==> src/rtl/breathing_led_pwm_assert.svh <==
// Assertion macros used by the breathing LED PWM RTL (blp_core).
`ifndef BREATHING_LED_PWM_ASSERT_SVH
`define BREATHING_LED_PWM_ASSERT_SVH

// Check that an expression holds at every clock edge outside reset.
`define BLP_ASSERT_ALWAYS(label, clk, rst, expr) \
  label: assert property (@(posedge clk) disable iff (rst) (expr)) \
    else $error("%m: invariant violated");

// Check that a condition implies a consequence on the following edge.
`define BLP_ASSERT_NEXT(label, clk, rst, ante, cons) \
  label: assert property (@(posedge clk) disable iff (rst) (ante) |=> (cons)) \
    else $error("%m: sequence violated");

`endif

==> src/rtl/blp_pkg.sv <==
// Package with shared types and constants of the breathing LED PWM block.
`default_nettype none
package blp_pkg;

  localparam int unsigned PERIOD_W = 16;
  localparam int unsigned CODE_W   = 8;
  localparam int unsigned KEYS_W   = 4;
  localparam int unsigned CFG_IDX_W = 2;

  typedef enum logic [CFG_IDX_W-1:0] {
    REG_PERIOD_ONE   = 2'd0,
    REG_PERIOD_TWO   = 2'd1,
    REG_PERIOD_THREE = 2'd2,
    REG_PERIOD_FOUR  = 2'd3
  } cfg_reg_t;

  localparam logic [KEYS_W-1:0] KEY_ONE   = 4'b0001;
  localparam logic [KEYS_W-1:0] KEY_TWO   = 4'b0010;
  localparam logic [KEYS_W-1:0] KEY_THREE = 4'b0100;
  localparam logic [KEYS_W-1:0] KEY_FOUR  = 4'b1000;

  localparam logic [CODE_W-1:0] SEG_KEY_ONE   = 8'h5b;
  localparam logic [CODE_W-1:0] SEG_KEY_TWO   = 8'h06;
  localparam logic [CODE_W-1:0] SEG_KEY_THREE = 8'h4f;
  localparam logic [CODE_W-1:0] SEG_KEY_FOUR  = 8'h66;
  localparam logic [CODE_W-1:0] SEG_BLANK     = 8'hff;

  localparam logic [PERIOD_W-1:0] PERIOD_ONE_RST   = 16'd100;
  localparam logic [PERIOD_W-1:0] PERIOD_TWO_RST   = 16'd50;
  localparam logic [PERIOD_W-1:0] PERIOD_THREE_RST = 16'd200;
  localparam logic [PERIOD_W-1:0] PERIOD_FOUR_RST  = 16'd300;

  typedef struct packed {
    logic [PERIOD_W-1:0] period;
    logic [CODE_W-1:0]   code;
  } speed_t;

endpackage
`default_nettype wire

==> src/rtl/blp_speed.sv <==
// Key period registers and speed selection with the latched segment code.
`default_nettype none
module blp_speed (
  input  wire logic                           clk,
  input  wire logic                           rst,
  input  wire logic                           cfg_we,
  input  wire logic [blp_pkg::CFG_IDX_W-1:0]  cfg_index,
  input  wire logic [blp_pkg::PERIOD_W-1:0]   cfg_data,
  input  wire logic                           accept,
  input  wire logic [blp_pkg::KEYS_W-1:0]     keys_pressed,
  output blp_pkg::speed_t                     sel
);

  logic [blp_pkg::PERIOD_W-1:0] period_key [4];
  logic [blp_pkg::PERIOD_W-1:0] step_period;
  logic [blp_pkg::CODE_W-1:0]   shown_code;

  always_ff @(posedge clk) begin
    if (rst) begin
      period_key[0] <= blp_pkg::PERIOD_ONE_RST;
      period_key[1] <= blp_pkg::PERIOD_TWO_RST;
      period_key[2] <= blp_pkg::PERIOD_THREE_RST;
      period_key[3] <= blp_pkg::PERIOD_FOUR_RST;
    end else if (cfg_we) begin
      unique case (blp_pkg::cfg_reg_t'(cfg_index))
        blp_pkg::REG_PERIOD_ONE:   period_key[0] <= cfg_data;
        blp_pkg::REG_PERIOD_TWO:   period_key[1] <= cfg_data;
        blp_pkg::REG_PERIOD_THREE: period_key[2] <= cfg_data;
        blp_pkg::REG_PERIOD_FOUR:  period_key[3] <= cfg_data;
        default: ;
      endcase
    end
  end

  // Exactly one key pressed picks a new speed; anything else holds.
  always_comb begin
    sel.period = step_period;
    sel.code   = shown_code;
    unique case (keys_pressed)
      blp_pkg::KEY_ONE: begin
        sel.period = period_key[0];
        sel.code   = blp_pkg::SEG_KEY_ONE;
      end
      blp_pkg::KEY_TWO: begin
        sel.period = period_key[1];
        sel.code   = blp_pkg::SEG_KEY_TWO;
      end
      blp_pkg::KEY_THREE: begin
        sel.period = period_key[2];
        sel.code   = blp_pkg::SEG_KEY_THREE;
      end
      blp_pkg::KEY_FOUR: begin
        sel.period = period_key[3];
        sel.code   = blp_pkg::SEG_KEY_FOUR;
      end
      default: ;
    endcase
  end

  always_ff @(posedge clk) begin
    if (rst) begin
      step_period <= blp_pkg::PERIOD_ONE_RST;
      shown_code  <= blp_pkg::SEG_BLANK;
    end else if (accept) begin
      step_period <= sel.period;
      shown_code  <= sel.code;
    end
  end

endmodule
`default_nettype wire

==> src/rtl/blp_core.sv <==
// Step, phase and brightness counters with the triangle direction flag.
`default_nettype none
`include "breathing_led_pwm_assert.svh"
module blp_core #(
  parameter int unsigned TOP_LEVEL = 1000,
  localparam int unsigned LW = $clog2(TOP_LEVEL + 1)
) (
  input  wire logic            clk,
  input  wire logic            rst,
  input  wire logic            accept,
  input  blp_pkg::speed_t      sel,
  output logic [LW-1:0]        level_next,
  output logic                 pwm_next
);

  localparam logic [LW-1:0] TOP_L = LW'(TOP_LEVEL);
  localparam logic [LW:0]   TOP_X = (LW + 1)'(TOP_LEVEL);

  logic [blp_pkg::PERIOD_W-1:0] tick_count;
  logic [blp_pkg::PERIOD_W-1:0] tick_count_next;
  logic [blp_pkg::PERIOD_W-1:0] tick_inc;
  logic [LW-1:0]                phase_count;
  logic [LW-1:0]                phase_count_next;
  logic [LW:0]                  phase_inc;
  logic [LW-1:0]                level;
  logic                         rising;
  logic                         rising_next;
  logic                         step;

  always_comb begin
    tick_inc        = tick_count + 1'b1;
    step            = tick_inc > sel.period;
    tick_count_next = step ? '0 : tick_inc;

    // On a step, move one level in the current direction, holding at the ends.
    level_next = level;
    if (step) begin
      if (rising) begin
        if (level < TOP_L) level_next = level + 1'b1;
      end else begin
        if (level != '0) level_next = level - 1'b1;
      end
    end

    rising_next = rising;
    if (level_next >= TOP_L) rising_next = 1'b0;
    if (level_next == '0)    rising_next = 1'b1;

    phase_inc        = {1'b0, phase_count} + 1'b1;
    phase_count_next = (phase_inc > TOP_X) ? '0 : phase_inc[LW-1:0];

    pwm_next = phase_count_next < level_next;
  end

  always_ff @(posedge clk) begin
    if (rst) begin
      tick_count  <= '0;
      phase_count <= '0;
      level       <= '0;
      rising      <= 1'b1;
    end else if (accept) begin
      tick_count  <= tick_count_next;
      phase_count <= phase_count_next;
      level       <= level_next;
      rising      <= rising_next;
    end
  end

  `BLP_ASSERT_ALWAYS(a_level_range, clk, rst, level <= TOP_L)
  `BLP_ASSERT_ALWAYS(a_phase_range, clk, rst, phase_count <= TOP_L)
  `BLP_ASSERT_ALWAYS(a_dir_at_ends, clk, rst,
    (level != '0 || rising) && (level != TOP_L || !rising))
  `BLP_ASSERT_NEXT(a_hold_idle, clk, rst, !accept, $stable(level) && $stable(tick_count))
  `BLP_ASSERT_NEXT(a_one_step, clk, rst, accept,
    (level == $past(level)) || ({1'b0, level} == {1'b0, $past(level)} + 1'b1) ||
    ({1'b0, $past(level)} == {1'b0, level} + 1'b1))

endmodule
`default_nettype wire

==> src/rtl/breathing_led_pwm.sv <==
// An accepted key beat's result is registered and shown in the next cycle.
// Throughput: one tick per cycle while the receiver keeps res_ready high; a new
// beat is taken while the result register drains, behind a single output register stage.
// Reset: synchronous, active high; periods return to 100/50/200/300, brightness
// level to zero counting up, latched segment code to all ones.
`default_nettype none
module breathing_led_pwm #(
  parameter int unsigned TOP_LEVEL = 1000,
  localparam int unsigned LW = $clog2(TOP_LEVEL + 1)
) (
  input  wire logic                           clk,
  input  wire logic                           rst,
  input  wire logic                           cfg_we,
  input  wire logic [blp_pkg::CFG_IDX_W-1:0]  cfg_index,
  input  wire logic [blp_pkg::PERIOD_W-1:0]   cfg_data,
  input  wire logic                           key_valid,
  output logic                                key_ready,
  input  wire logic [blp_pkg::KEYS_W-1:0]     keys_pressed,
  output logic                                res_valid,
  input  wire logic                           res_ready,
  output logic                                pwm_out,
  output logic [blp_pkg::CODE_W-1:0]          segment_code,
  output logic [LW-1:0]                       brightness
);

  blp_pkg::speed_t sel;
  logic            accept;
  logic [LW-1:0]   level_next;
  logic            pwm_next;

  // Take a beat outside reset whenever the result register is empty or draining.
  assign key_ready = !rst && (!res_valid || res_ready);
  assign accept    = key_valid && key_ready;

  blp_speed u_speed (
    .clk          (clk),
    .rst          (rst),
    .cfg_we       (cfg_we),
    .cfg_index    (cfg_index),
    .cfg_data     (cfg_data),
    .accept       (accept),
    .keys_pressed (keys_pressed),
    .sel          (sel)
  );

  blp_core #(
    .TOP_LEVEL (TOP_LEVEL)
  ) u_core (
    .clk        (clk),
    .rst        (rst),
    .accept     (accept),
    .sel        (sel),
    .level_next (level_next),
    .pwm_next   (pwm_next)
  );

  always_ff @(posedge clk) begin
    if (rst) begin
      res_valid <= 1'b0;
    end else if (accept) begin
      res_valid <= 1'b1;
    end else if (res_ready) begin
      res_valid <= 1'b0;
    end
  end

  always_ff @(posedge clk) begin
    if (accept) begin
      pwm_out      <= pwm_next;
      segment_code <= sel.code;
      brightness   <= level_next;
    end
  end

endmodule
`default_nettype wire

==> config.mk <==
export PLATFORM = sky130hd
export DESIGN_NAME = breathing_led_pwm
export DESIGN_NICKNAME = d
export VERILOG_FILES = /design/src/rtl/blp_pkg.sv /design/src/rtl/blp_speed.sv /design/src/rtl/blp_core.sv /design/src/rtl/breathing_led_pwm.sv
export VERILOG_INCLUDE_DIRS = /design/src /design/src/rtl
export SDC_FILE = /design/constraint.sdc
export NUM_CORES = 1
export LEC_CHECK = 0
export BUFFER_PORTS_ARGS = -buffer_cell sky130_fd_sc_hd__buf_2
export CORE_UTILIZATION = 47
export CTS_BUF_LIST = sky130_fd_sc_hd__clkbuf_16
export CTS_CLUSTER_SIZE = 40
export DETAILED_ROUTE_END_ITERATION = 8
export GPL_TIMING_DRIVEN = 0
export PLACE_DENSITY = 0.6
export SYNTH_ARGS = -nofsm -noshare
export SYNTH_HDL_FRONTEND = slang
export SYNTH_SLANG_ARGS = --single-unit
export TNS_END_PERCENT = 10
==> constraint.sdc <==
create_clock -name clk -period 11.4 [get_ports clk]
set_clock_uncertainty 0.05 [all_clocks]
set_input_delay 2.28 -clock clk [delete_from_list [all_inputs] [get_ports clk]]
set_output_delay 2.28 -clock clk [all_outputs]
set_load 0.1 [all_outputs]
---- Word-level counts from Yosys, hierarchy flattened ----
Memory sizes are Yosys's and may differ from the RTL's.
Cells that the tools add are included.
word-level totals
  register bits after elaboration ......... 81
  latch bits .............................. 0
  bits in writable memories ............... 64
  bits in read-only memories .............. 0
  bits of input ports ..................... 27
  output and inout bits ................... 21
  logic and storage cells ................. 75
  memories kept ........................... 1
memories
  name                words  bits a word  rd ports  clocked after Yosys merged registers in  write ports  RTL line         text
  u_speed.period_key  4      16           4         0                                        4            blp_speed.sv:14  logic [blp_pkg::PERIOD_W-1:0] period_key [4];
operators by class
  add/subtract/negate cells ............... 4
  multipliers ............................. 0
  div/mod/pow operators ................... 0
  order comparisons ....................... 5
  equality and inequality tests ........... 7
  shifts and indexed selects .............. 0
  mux-type cells .......................... 33
  bitwise gates (word level) .............. 4
  reduce and logical (&&, ||, !) cells .... 11
operators by type and width
  cell                   count
  $pmux 24 s4            1
  $mux 16                5
  $mux 10                5
  $mux 1                 22
  $add 16x1->16 const B  1
  $gt 16x16->1           1
  $add 10x1->11 const B  1
  $gt 11x10->1 const B   1
  $add 10x1->10 const B  1
  $ge 10x10->1 const B   1
  $logic_not 10->1       1
  $lt 10x10->1           1
  $lt 10x10->1 const B   1
  $reduce_bool 10->1     1
  $sub 10x1->10 const B  1
  $eq 2x2->1 const B     2
  $eq 4x1->1 const B     1
  $eq 4x2->1 const B     1
  $eq 4x3->1 const B     1
  $eq 4x4->1 const B     1
  $or 1x1->1             4
  $reduce_bool 2->1      2
  $eq 2x1->1 const B     1
  $logic_and 1x1->1      2
  other kinds (4)        5

---- Longest topological paths before layout ----
  depth after elaboration ................. 7
  depth in mapped cells ................... 23
  depth with buffers taken out ............ 19

---- Modules after synthesis ----
A second synthesis with hierarchy kept.
unflattened totals
  cells, all modules ...................... 849
  area, all modules ....................... 8167.8 sq um
by module, submodules not included
  module             times used  cells an instance  area each (sq um)
  blp_speed          1           382                4250.3
  blp_core           1           443                3286.9
  breathing_led_pwm  1           24                 630.6

---- Worst setup path after synthesis ----
OpenSTA, ideal clock, no wires.
  kind .................................... in2out
  from .................................... input port rst
  to ...................................... output port key_ready
  data arrival time ....................... 4113 ps
  data required time ...................... 9070 ps
  path slack .............................. 4957 ps
  cell stages on the path ................. 4
  buffers on the path ..................... 3
  path through ............................ clkbuf_1 -> clkbuf_1 -> buf_1 -> nor2_1
between the ends
  longest elaborated chain between the ends .. 2
ends and longest elaborated chain
  item                RTL line                 text
  start: declaration  breathing_led_pwm.sv:12  input wire logic rst,
  $logic_not 1->1     breathing_led_pwm.sv:32  assign key_ready = !rst && (!res_valid || res_ready);
  $logic_and 1x1->1   breathing_led_pwm.sv:32
  end: declaration    breathing_led_pwm.sv:17  output logic key_ready,
Every way passes these cells.

---- Final worst setup path ----
  from .................................... input port keys_pressed[0] (netlist name)
  to ...................................... register pwm_out (data pin)
between the ends
  longest elaborated chain between the ends .. 5
  elaborated cells between the ends (all ways) .. 8
ends and longest elaborated chain
  item                                      RTL line                 text
  start: declaration                        breathing_led_pwm.sv:18  input wire logic [blp_pkg::KEYS_W-1:0] keys_pressed,
  $eq 4x4->1, or another cell as far along  blp_speed.sv:39          unique case (keys_pressed)
  $pmux 24 s4 *                             blp_speed.sv:39
  $gt 16x16->1 *                            blp_core.sv:32           step = tick_inc > sel.period;
  $mux 10 *                                 blp_core.sv:37           if (step) begin
  $lt 10x10->1 *                            blp_core.sv:52           pwm_next = phase_count_next < level_next;
  net pwm_next                              breathing_led_pwm.sv:29  logic pwm_next;
  end signal: assignment                    breathing_led_pwm.sv:69  pwm_out <= pwm_next;
  end: declaration                          breathing_led_pwm.sv:21  output logic pwm_out,
Mark *: on every way through the listed nets, which the timed path passes. The rest lies on a longest branch.
A chain may end at the register's enable or synchronous reset.

==> flow_summary.json <==
{
  "cell_area_after_synthesis_mm2": 0.00751,
  "fin_crit_sh": 0.634,
  "yosys_cell_types": 69,
  "grt_first_pass_wirelength_mm": 29.3,
  "post_route_cells_drive_above_1_share": 0.139,
  "powerDensity_mw_per_mm2": 153,
  "post_cts_resize_count": 0,
  "clock-sinks": 145,
  "max_freq_mhz": 138,
  "crit_type": "primary input to flip-flop",
  "place.detailed.instances": 1029,
  "postSynthAreaPerCell_um2": 9.73,
  "min_period_ns": 7.22,
  "num_cts_buffers": 17,
  "number_of_enable_flip_flop_cells_after_synthesis": 83,
  "synth_seq_area_share": 0.497,
  "synthDominantCellAreaShare": 0.332,
  "post_drt_wl_per_cell_um": 16.9,
  "worstMarginPinSlew_ns": 0.988,
  "floorplan.die.height_um": 128,
  "viasPerCell": 5.49,
  "post_synth_mux_area_share": 0.00416,
  "layout.core_utilization": 0.561,
  "grt_pass1_vias": 5841,
  "grt_max_degree": 17,
  "cts_htree_levels": 4,
  "share_seq_of_total_power": 0.445,
  "worst_hold_path_type": "flip-flop to flip-flop",
  "cts-root-buf": "sky130_fd_sc_hd__clkbuf_16",
  "syn-instance-count": 772,
  "crit_path_max_incr_delay_ns": 0.80,
  "cts_tree": "done",
  "drtIter0Drc": 383,
  "synth.top_cells.by_area": "sky130_fd_sc_hd__edfxtp_1 33%, sky130_fd_sc_hd__dfxtp_1 17%, sky130_fd_sc_hd__and2_1 5.1%",
  "power_switching_share": 0.265,
  "report.final.setup_viol": 0,
  "grt_setup_unrepaired": "no",
  "critical-path-top-delay-family": "compound AO/OA/AOI/OAI gates",
  "portBuffers": 45,
  "dr.pass1.iters": 5,
  "fillCellCount": 1387,
  "post-route-drc-count": 0,
  "cts_hold_buf": 0,
  "p_int_mw": 0.976,
  "ys_seq_elements": 145,
  "clkLatencyLatePin_ns": 0.44,
  "status": "finished clean",
  "grt.total_usage": 0.234,
  "synth-compound-area-share": 0.132,
  "core.rowCount": 45,
  "tns_ns": 0,
  "max-vdd-ir-drop_mv": 0.135,
  "mappedNetlistNets": 828,
  "grt_overflow": 0,
  "timing.critical_path.slowest_stage_cell": "sky130_fd_sc_hd__nor4_1",
  "io_pins": 48,
  "area_growth_syn_to_layout_pct": 15.3,
  "timing.critical_path.fanout_max": 10,
  "worst_slew_margin_rel": 0.336,
  "final-hold-violation-count": 0,
  "synth_simple_gate_area_frac": 0.249,
  "yosysWarnings": 0,
  "hpwlAfterDp_mm": 12.8,
  "mostFrequentLayoutCell": "sky130_fd_sc_hd__nand2_1",
  "wl_mm": 18.0,
  "design.die.area_mm2": 0.0165,
  "die_width_um": 128,
  "core_ar_mm2": 0.0154,
  "yosys.area_share.adder": 0.0496,
  "postRouteAntennaNets": 0,
  "final_cell_count_no_fill": 1061,
  "synth_top_cell_by_area": "sky130_fd_sc_hd__edfxtp_1",
  "starting_utilization_of_the_core_area": 0.487,
  "routabilityCongestion": 0.912,
  "static_leakage_power_nw": 3.41,
  "critical_path_required_ns": 11.62,
  "most_frequent_cells_in_the_layout": "94 x sky130_fd_sc_hd__nand2_1, 83 x sky130_fd_sc_hd__edfxtp_1, 76 x sky130_fd_sc_hd__nor2_1",
  "vias": 5826,
  "combPwrFrac": 0.097,
  "synth_top_family_by_area": "simple AND/OR/NAND/NOR gates",
  "clock_path_buffers": 2,
  "switching_pwr_mw": 0.351,
  "worst_setup_hold_path_clk_slew_ns": 0.07,
  "inserted_diodes": 0,
  "async_reset_ff_frac": 0,
  "crit_buf_inv": 4,
  "p_clk_frac": 0.457,
  "timing.final.max_slew_violations": 0,
  "finalNetCount": 893,
  "critical_path.endpoint_type": "flip-flop",
  "synth_xor_area_frac": 0.0345,
  "worst-endpoint-arrival_ns": 7.44,
  "synthFlopType": "sky130_fd_sc_hd__edfxtp_1",
  "crit_path_cell_trace": "buf_2, nor3_1, and2_1, clkbuf_1, nor4_1, clkbuf_1, a21oi_1, ha_1, nand4_1, a2111o_1, a31oi_4, buf_6, nand2_1, a21boi_0, ha_1, nand4_1, nor2_1, a21oi_1, o211ai_1, a31oi_1",
  "timing.critical_path.from_type": "primary input",
  "max_cap_violations": 0,
  "post_cts_setup_buffers": 0,
  "grt_antenna_before_repair": 0
}
## path summary, 6_finish.rpt
check / startpoint / to / slack [ns] / cells after the start
worst max register to register: u_core.tick_count[0] / pwm_out / 6.26 / 20
worst min register to register: u_speed.shown_code[1] / u_speed.shown_code[1] / 0.40 / 1
worst max-delay path: keys_pressed[0] / pwm_out / 4.18 / 20
worst min-delay path: u_speed.shown_code[1] / u_speed.shown_code[1] / 0.40 / 1
## per-stage QoR
step / area (um2) / total power, mW / hold WS, ns / setup slack, ns
6_report: 8660 / 1.33 / 0.400 / 4.18
5_1_grt: 8660 / 1.37 / 0.439 / 3.57
4_1_cts: 8660 / 1.34 / 0.400 / 4.10
3_5_place_dp: 8020 / 0.732 / 0.380 / 3.66
3_3_place_gp: 8000 / 0.726 / 0.370 / 3.80
2_1_floorplan: 7510 / 0.692 / 0.356 / 4.96
## power by group through the flow
stage | Combinational [mW] | Sequential [mW] | Clock, mW
floorplan | 0.0708 | 0.621 | 0
global placement | 0.125 | 0.601 | 0
detailed placement | 0.129 | 0.603 | 0
CTS | 0.130 | 0.591 | 0.615
global route | 0.142 | 0.594 | 0.636
finish | 0.129 | 0.591 | 0.607
## worst reg2reg max path: cells and delay by family, from the launching register on
family | cells | cell delay (ns)
AO/OA/AOI/OAI | 7 | 1.78
AND/OR/NAND/NOR | 8 | 1.37
adder cells (fa/ha/maj) | 3 | 0.92
flip-flops | 1 | 0.46
XOR/XNOR | 1 | 0.20
buffers and inverters | 1 | 0.20
## Yosys cell counts (all sizes together) (4+ instances only)
master / n
ha: 29
xor2: 11
buf: 15
a21oi: 38
a211o: 6
o31ai: 4
dfxtp: 62
nand2: 96
o211ai: 4
and3: 8
nor4: 8
a211oi: 4
a21o: 7
nor2: 78
o21ai: 28
or3: 7
nand2b: 27
edfxtp: 83
nor3: 31
nand3: 27
a31o: 8
inv: 16
nor2b: 8
o32ai: 4
a222oi: 16
nand4: 9
and2: 61
clkbuf: 28
xnor2: 16
## cells by family after synthesis
group	count (synthesis)
AO/OA/AOI/OAI	139
XOR/XNOR	27
adder cells (fa/ha/maj)	30
buffers and inverters	59
flip-flops	145
multiplexers	3
AND/OR/NAND/NOR	369
## flip-flops by register name, summed over array words and instances, names as in the netlist
| signal | flops |
|---|---|
| pwm_out | 1 |
| u_speed.step_period | 16 |
| u_speed.period_key | 64 |
| res_valid | 1 |
| u_core.rising | 1 |
| brightness | 10 |
| u_core.phase_count | 10 |
| u_core.tick_count | 16 |
| segment_code | 8 |
| u_speed.shown_code | 8 |
| u_core.level | 10 |
## layout make-up
type / instances / area (um2) / area share
flip-flops and latches: 145 / 3730 / 0.431
repair buffers: 46 / 240 / 0.0277
inverters: 16 / 60.1 / 0.00694
clock buffers: 17 / 425 / 0.0491
multi-input cells: 568 / 3530 / 0.407
plain buffers: 43 / 195 / 0.0225
well taps: 211 / 264 / 0.0305
clock inverters: 15 / 215 / 0.0249
## layer usage
layer  global-route usage  vias up  routed length (um)
met5                    0        -                   0
met4               0.0657        0                 140
met3               0.0565       16                 698
met2                0.436      127                9370
met1                0.266     2775                7760
li1                     -     2908                   -
Note: power is estimated with default switching activity, not from simulation.
